$ cat config.mk
export PLATFORM = sky130hd
export DESIGN_NAME = ost_ram
export DESIGN_NICKNAME = d
export VERILOG_FILES = /design/src/assert_macros.svh /design/src/ost_ram.sv
export SDC_FILE = /design/constraint.sdc
export NUM_CORES = 1
export LEC_CHECK = 0
export ABC_CLOCK_PERIOD_IN_PS = 3630
export BUFFER_PORTS_ARGS = -buffer_cell sky130_fd_sc_hd__buf_4
export CORE_ASPECT_RATIO = 0.9
export CORE_UTILIZATION = 44
export DETAILED_ROUTE_END_ITERATION = 8
export GPL_TIMING_DRIVEN = 0
export MAX_ROUTING_LAYER = met4
export PLACE_DENSITY = 0.58
export RECOVER_POWER = 100
export SETUP_SLACK_MARGIN = 0.5
export SYNTH_ARGS = -nofsm -noshare
export SYNTH_HDL_FRONTEND = slang
export SYNTH_SLANG_ARGS = --single-unit
export TNS_END_PERCENT = 30
$ cat constraint.sdc
create_clock -name clk -period 3.63 [get_ports clk]
set_clock_uncertainty 0.1 [all_clocks]
set_input_delay 0.726 -clock clk [delete_from_list [all_inputs] [get_ports clk]]
set_output_delay 0.726 -clock clk [all_outputs]
set_load 0.01 [all_outputs]
$ cat src/assert_macros.svh
// Assertion macros shared by the timer table RTL.
`ifndef ASSERT_MACROS_SVH
`define ASSERT_MACROS_SVH

// Same-cycle implication, checked on every rising edge outside reset.
`define OST_ASSERT_NOW(label, ante, cons) \
  label: assert property (@(posedge clk) disable iff (!rst_n) (ante) |-> (cons)) \
    else $error("timer table assertion failed");

// Next-cycle implication, checked on every rising edge outside reset.
`define OST_ASSERT_NEXT(label, ante, cons) \
  label: assert property (@(posedge clk) disable iff (!rst_n) (ante) |=> (cons)) \
    else $error("timer table assertion failed");

`endif

$ cat src/ost_ram.sv
// Generic single-write, single-read RAM with registered read data.
module ost_ram #(
  parameter int WIDTH = 8,
  parameter int DEPTH = 32,
  localparam int AW = (DEPTH > 1) ? $clog2(DEPTH) : 1
) (
  input  logic             clk,
  input  logic             we,
  input  logic [AW-1:0]    waddr,
  input  logic [WIDTH-1:0] wdata,
  input  logic [AW-1:0]    raddr,
  output logic [WIDTH-1:0] rdata
);

  logic [WIDTH-1:0] mem [DEPTH];
  logic [WIDTH-1:0] rdata_r;

  always_ff @(posedge clk) begin
    if (we) begin
      mem[waddr] <= wdata;
    end
    rdata_r <= mem[raddr];
  end

  assign rdata = rdata_r;

endmodule

==> impl_metrics.json, run 1 <==
{
  "status": "finished with violations",
  "violations": "max-capacitance violations, max-slew violations",
  "hold_ws_ns": 0.648,
  "period_share_pct": 78.9,
  "cts-root-buf": "clkbuf_16",
  "slew_headroom_pct": -2.76,
  "crit_required_ns": 3.91,
  "grt_pass1_wl_mm": 29.9,
  "wl_per_cell_um": 26.2,
  "hold_path.class": "in2reg",
  "ir_worst_vdd_v": 0.000316,
  "grt-ovfl-total": 0,
  "grt_max_degree": 33,
  "place_hpwl_mm": 13.3,
  "cts_resized": 0,
  "drtPass1Iterations": 5,
  "numPortBuffers": 22,
  "fp.dieW_um": 161,
  "ant_nets": 0,
  "gp_congestion": 0.753,
  "synth_cell_types": 15,
  "start_kind": "input port",
  "dieArea_mm2": 0.0235,
  "slew_viol_final": 99,
  "nets": 487,
  "rows": 52,
  "synth_nets": 437,
  "totalWireLength_mm": 20.5,
  "clkSlewWorstSetupHoldPaths_ns": 0.06,
  "cts_tree": "built",
  "cts_hold_buf": 0,
  "fill_cells": 1792,
  "post_cts_buffers": 0,
  "vias_per_cell": 5.63,
  "antenna_found_initial": 0,
  "drt-initial-drc-count": 404,
  "ys_seq_area_share_pct": 78.1,
  "synth_area_mm2": 0.0101,
  "cts_num_sinks": 264,
  "timing_hold_violations_final": 0,
  "syn_inst": 417,
  "h-tree-depth": 1,
  "arrival_ns": 3.15,
  "start_util_pct": 44.8,
  "first_global_vias": 4438,
  "core-area_mm2": 0.0224,
  "p_leak_nw": 3.47,
  "power_per_cell_area_mw_per_mm2": 558,
  "area_delta_synth_final_pct": 13.0,
  "postSynthRegisterBits": 264,
  "max_freq_mhz": 349,
  "setup_viol": 0,
  "finalSetupTns_ns": 0,
  "clk_path_buf_depth": 3,
  "crit_fanout": 10,
  "critical_path_class": "in2reg",
  "die_height_um": 145,
  "n_antenna_cell": 0,
  "period_needed_ns": 2.86,
  "io_pins": 28,
  "rsz0062_at_grt": "no",
  "clkLatencyLatePin_ns": 0.52,
  "cts_buffers": 26,
  "synth_warnings": 0,
  "syn_area_per_cell_um2": 24.1,
  "drive_above_1_share_pct": 28.2,
  "worst_setup_path_end_kind": "flip-flop",
  "track_usage_pct": 18.6,
  "worst_pin_slew_ns": 1.54,
  "vias": 4406,
  "drc": 0,
  "cap_violations": 4
}
## Yosys cell counts
master,number,area (um2)
buf_2,1,5.00
or3_1,1,6.26
dfxtp_1,8,160
nand3b_1,5,37.5
mux2_2,8,90.1
edfxtp_1,256,7690
nand3_1,2,10.0
nand2_1,1,3.75
nor2_1,33,124
buf_6,1,11.3
mux4_2,80,1800
or3b_2,3,26.3
buf_4,6,45.0
buf_1,6,22.5
clkbuf_1,6,22.5
## registers in the layout, summed over array words and instances, names as in the netlist
register and count:
rdata 8, mem 256
## metal layers
metal / wire [um] / part of all wire [%] / global-route usage (%)
met1: 9640 / 47 / 29.5
met2: 9150 / 45 / 26.0
met3: 1360 / 6.6 / 2.39
met4: 339 / 1.7 / 3.92
met5: 0 / 0 / -
## area by class of cell
class / instances / area (um2) / share of cell area [%]
Timing Repair Buffer: 22 / 90.1 / 0.793
Clock buffer: 35 / 736 / 6.48
Clock inverter: 12 / 106 / 0.936
Multi-Input combinational cell: 133 / 2100 / 18.5
Tap cell: 297 / 372 / 3.27
Buffer: 20 / 106 / 0.936
Sequential cell: 264 / 7850 / 69.1
## stage by stage
stage                     power (mW)  cells  setup slack, ns  util, %  cell area [um2]
final                           6.34    783            0.768     50.6            11400
after global routing            6.52    783            0.702     50.6            11400
after CTS                       6.40    783            0.799     50.9            11400
after global placement          3.80    736            0.278     47.2            10600
after floorplan                 3.65    417             1.00        -            10100
after detailed placement        3.81    736            0.262     47.2            10600
## report_power, final
group | switching (mW) | internal, mW | leakage [nW]
Clock | 1.05 | 1.56 | 0.421
Combinational | 0.191 | 0.132 | 0.680
Sequential | 0.0101 | 3.39 | 2.37
## logic make-up after synthesis
family	synth area share [%]
DFF	78.1
muxes	18.8
and+or+nand+nor	2.07
buffers and inverters	1.06
## layout by cell type, fill, tap and decap left out, types with 3 or more instances in the layout
cell       instances
clkinv_1           3
clkbuf_1          32
clkinv_2           7
nand3b_1           5
clkbuf_8           3
edfxtp_1         256
buf_1              5
or3b_2             3
mux2_2             5
mux4_2            80
nor2_1            33
buf_4              8
mux2_1             3
clkbuf_16         27
dfxtp_1            8
## worst max-delay path, cell delays in order
cell,delay (ns)
clkbuf_1,0.47
clkbuf_1,0.59
mux4_2,0.47
mux4_2,0.51
mux2_1,0.36
## path summary, 6_finish.rpt
path | depth (start not counted) | start | slack [ns] | to
max reg2reg | 3 | mem[14][4]$_DFFE_PP_ | 1.63 | rdata[4]$_DFF_P_
max | 5 | raddr[2] | 0.77 | rdata[4]$_DFF_P_
min | 2 | raddr[3] | 0.65 | rdata[0]$_DFF_P_
min reg2reg | 3 | mem[30][1]$_DFFE_PP_ | 0.82 | rdata[1]$_DFF_P_
Note: power is estimated with default switching activity, not from simulation.
==> run 2: changes to the inputs <==
--- a/config.mk
+++ b/config.mk
@@ -5,14 +5,15 @@
 export SDC_FILE = /design/constraint.sdc
 export NUM_CORES = 1
 export LEC_CHECK = 0
-export ABC_CLOCK_PERIOD_IN_PS = 3630
+export ABC_AREA = 1
+export ABC_CLOCK_PERIOD_IN_PS = 2300
 export BUFFER_PORTS_ARGS = -buffer_cell sky130_fd_sc_hd__buf_4
 export CORE_ASPECT_RATIO = 0.9
 export CORE_UTILIZATION = 44
 export DETAILED_ROUTE_END_ITERATION = 8
 export GPL_TIMING_DRIVEN = 0
 export MAX_ROUTING_LAYER = met4
-export PLACE_DENSITY = 0.58
+export PLACE_DENSITY = 0.6
 export RECOVER_POWER = 100
 export SETUP_SLACK_MARGIN = 0.5
 export SYNTH_ARGS = -nofsm -noshare
==> constraint.sdc (replaced) <==
create_clock -name clk -period 2.3 [get_ports clk]
set_clock_uncertainty 0.1 [all_clocks]
set_input_delay 0.46 -clock clk [delete_from_list [all_inputs] [get_ports clk]]
set_output_delay 0.46 -clock clk [all_outputs]
set_load 0.01 [all_outputs]
==> run 2 against run 1 <==
  * First-iteration DRC count grew 61%
  * Largest power group unchanged
  * Worst setup slack worse by 0.35 ns
  * Critical path type unchanged
  * Final area grew 6.0%
  * Critical endpoint is now mem[25][7]$_DFFE_PP_
  * Area after synthesis is 7.3% higher
  * Final cell count is 66% higher
  * Critical path depth is 2 lower
  * Flip-flop and latch count stayed put
  * Routed wire length grew 38%
  * The flow still finishes with violations (max-capacitance violations, max-slew violations)
==> impl_metrics.json, run 2 <==
{
  "status": "finished with violations",
  "final_cell_mix": "nand2_1 (360), edfxtp_1 (256), nand3_1 (204), nor2_1 (32)",
  "final_common_cell": "nand2_1",
  "synth_top_cell_area_share_pct": 71.3,
  "ant_nets": 0,
  "period_share_pct": 81.8,
  "placed_area_mm2": 0.0113,
  "slew_viol_final": 264,
  "syn_inst": 922,
  "vias": 6996,
  "violations": "max-capacitance violations, max-slew violations",
  "slew_headroom_pct": -26.4,
  "hold_depth": 3,
  "reg2reg_depth": 8,
  "clk_path_buf_depth": 3,
  "max_stage_delay_ns": 0.89,
  "fp.dieW_um": 167,
  "numPortBuffers": 24,
  "finalSetupTns_ns": 0,
  "cts-root-buf": "clkbuf_16",
  "arrival_ns": 1.93,
  "clkLatencyLatePin_ns": 0.53,
  "drive_above_1_share_pct": 8.47,
  "timing_hold_violations_final": 0,
  "synthTopCellsByArea": "edfxtp_1 (71%), nand2_1 (13%), nand3_1 (9.5%)",
  "rows": 53,
  "cts_hold_buf": 0,
  "cts_num_sinks": 264,
  "io_pins": 28,
  "post_cts_buffers": 0,
  "start_kind": "input port",
  "drc": 0,
  "critical_path_class": "in2reg",
  "crit_fanout": 8,
  "hold_path.class": "in2reg",
  "clkSlewWorstSetupHoldPaths_ns": 0.06,
  "p_leak_nw": 4.43,
  "totalWireLength_mm": 28.2,
  "finish.instance_area_mm2": 0.0120,
  "core-area_mm2": 0.0237,
  "gp_congestion": 0.922,
  "worstPathCellList": "clkbuf_1, nand3_1, nor2_1",
  "vias_per_cell": 5.40,
  "drt-initial-drc-count": 652,
  "worst_pin_slew_ns": 1.90,
  "cts_buffers": 27,
  "yosys.cell_count.top_type": "nand2_1",
  "track_usage_pct": 23.8,
  "critPathBufInv": 1,
  "cap_violations": 8,
  "grt-ovfl-total": 0,
  "nets": 995,
  "slowest_stage": "nor2_1",
  "largest_register_ffs": 256,
  "yosys.area.top_type": "edfxtp_1",
  "crit_required_ns": 2.35,
  "hold_ws_ns": 0.253,
  "period_needed_ns": 1.88,
  "synth_warnings": 0,
  "worst_setup_path_end_kind": "flip-flop",
  "synth_cell_types": 12,
  "synth_nets": 942,
  "drtPass1Iterations": 5,
  "wl_per_cell_um": 21.8,
  "crit_cells": 3,
  "place_hpwl_mm": 18.4,
  "antenna_found_initial": 2,
  "setup_viol": 0,
  "grt_pass1_wl_mm": 41.3,
  "area_delta_synth_final_pct": 11.6,
  "path_delay_family": "simple AND/OR/NAND/NOR gates",
  "regMostFlops": "mem",
  "synthTopCellsByCount": "nand2_1 (360), edfxtp_1 (256), nand3_1 (204)",
  "start_util_pct": 45.6,
  "cts_tree": "built",
  "max_freq_mhz": 531,
  "final_core_util_pct": 50.9,
  "grt_max_degree": 33,
  "die_height_um": 151,
  "cts_resized": 1,
  "ir_worst_vdd_v": 0.000628,
  "synth_edf_count": 256,
  "syn_area_per_cell_um2": 11.7,
  "synth_area_mm2": 0.0108,
  "h-tree-depth": 1,
  "postSynthRegisterBits": 264,
  "first_global_vias": 6610,
  "synth-main-ff-cell": "edfxtp_1",
  "dieArea_mm2": 0.0251,
  "ys_seq_area_share_pct": 72.8,
  "async_flop_share_pct": 0,
  "power_per_cell_area_mw_per_mm2": 824,
  "rsz0062_at_grt": "yes"
}
run 2: cell count changes after synthesis, sizes merged:
cell	previous run	this run
or3b	3	0
buf	14	45
nand3	2	204
nand2	1	360
mux4	80	0
inv	0	10
or3	1	0
mux2	8	0
nand3b	5	0
clkbuf	6	7
nor2	33	32
run 2: cells by family after synthesis:
| kind of cell | Yosys count | synth area share (%) |
|---|---|---|
| AND/OR/NAND/NOR | 596 | 23.1 |
| flip-flops | 264 | 72.8 |
| buffers and inverters | 62 | 4.14 |
run 2: worst paths after layout:
kind / from / endpoint / slack, ns
setup / recovery: waddr[0] / mem[25][7]$_DFFE_PP_ / 0.42
hold / removal: raddr[4] / rdata[5]$_DFF_P_ / 0.25
setup reg to reg: mem[29][2]$_DFFE_PP_ / rdata[2]$_DFF_P_ / 0.97
hold reg to reg: mem[14][5]$_DFFE_PP_ / rdata[5]$_DFF_P_ / 0.73
run 2: per-layer routing:
metal	global-route usage (%)	wire length, um
met1	33.1	12800
met4	5.69	466
met3	4.68	2270
met5	-	0
met2	36.0	12700
run 2: through the flow:
step | instances | power [mW] | setup slack, ns
6_report | 1296 | 9.92 | 0.418
5_1_grt | 1296 | 10.2 | 0.360
4_1_cts | 1294 | 9.98 | 0.439
3_5_place_dp | 1248 | 6.19 | -0.118
3_3_place_gp | 1248 | 6.18 | -0.0798
2_1_floorplan | 922 | 5.86 | 0.706
run 2: worst register-to-register path, cell delays in order (launching register included):
cell      delay, ns
edfxtp_1       0.35
nand2_1        0.07
nand3_1        0.11
nand3_1        0.18
nand2_1        0.10
nand2_1        0.07
nand2_1        0.06
nand2_1        0.06
nand2_1        0.10
run 2: area by class of cell:
cell class,count,area (um2)
clock buffer,32,694
timing repair buffer,24,116
fill,2087,11600
tap,302,378
multi-input combinational,596,2490
buffer,52,413
inverter,10,37.5
sequential,264,7850
antenna,2,5.00
clock inverter,14,56.3
run 2: where the power goes:
part           internal [mW]  total [mW]  switching (mW)
sequential              5.35        5.37          0.0156
combinational          0.193       0.710           0.517
clock                   2.12        3.84            1.72
total                   7.67        9.92            2.26
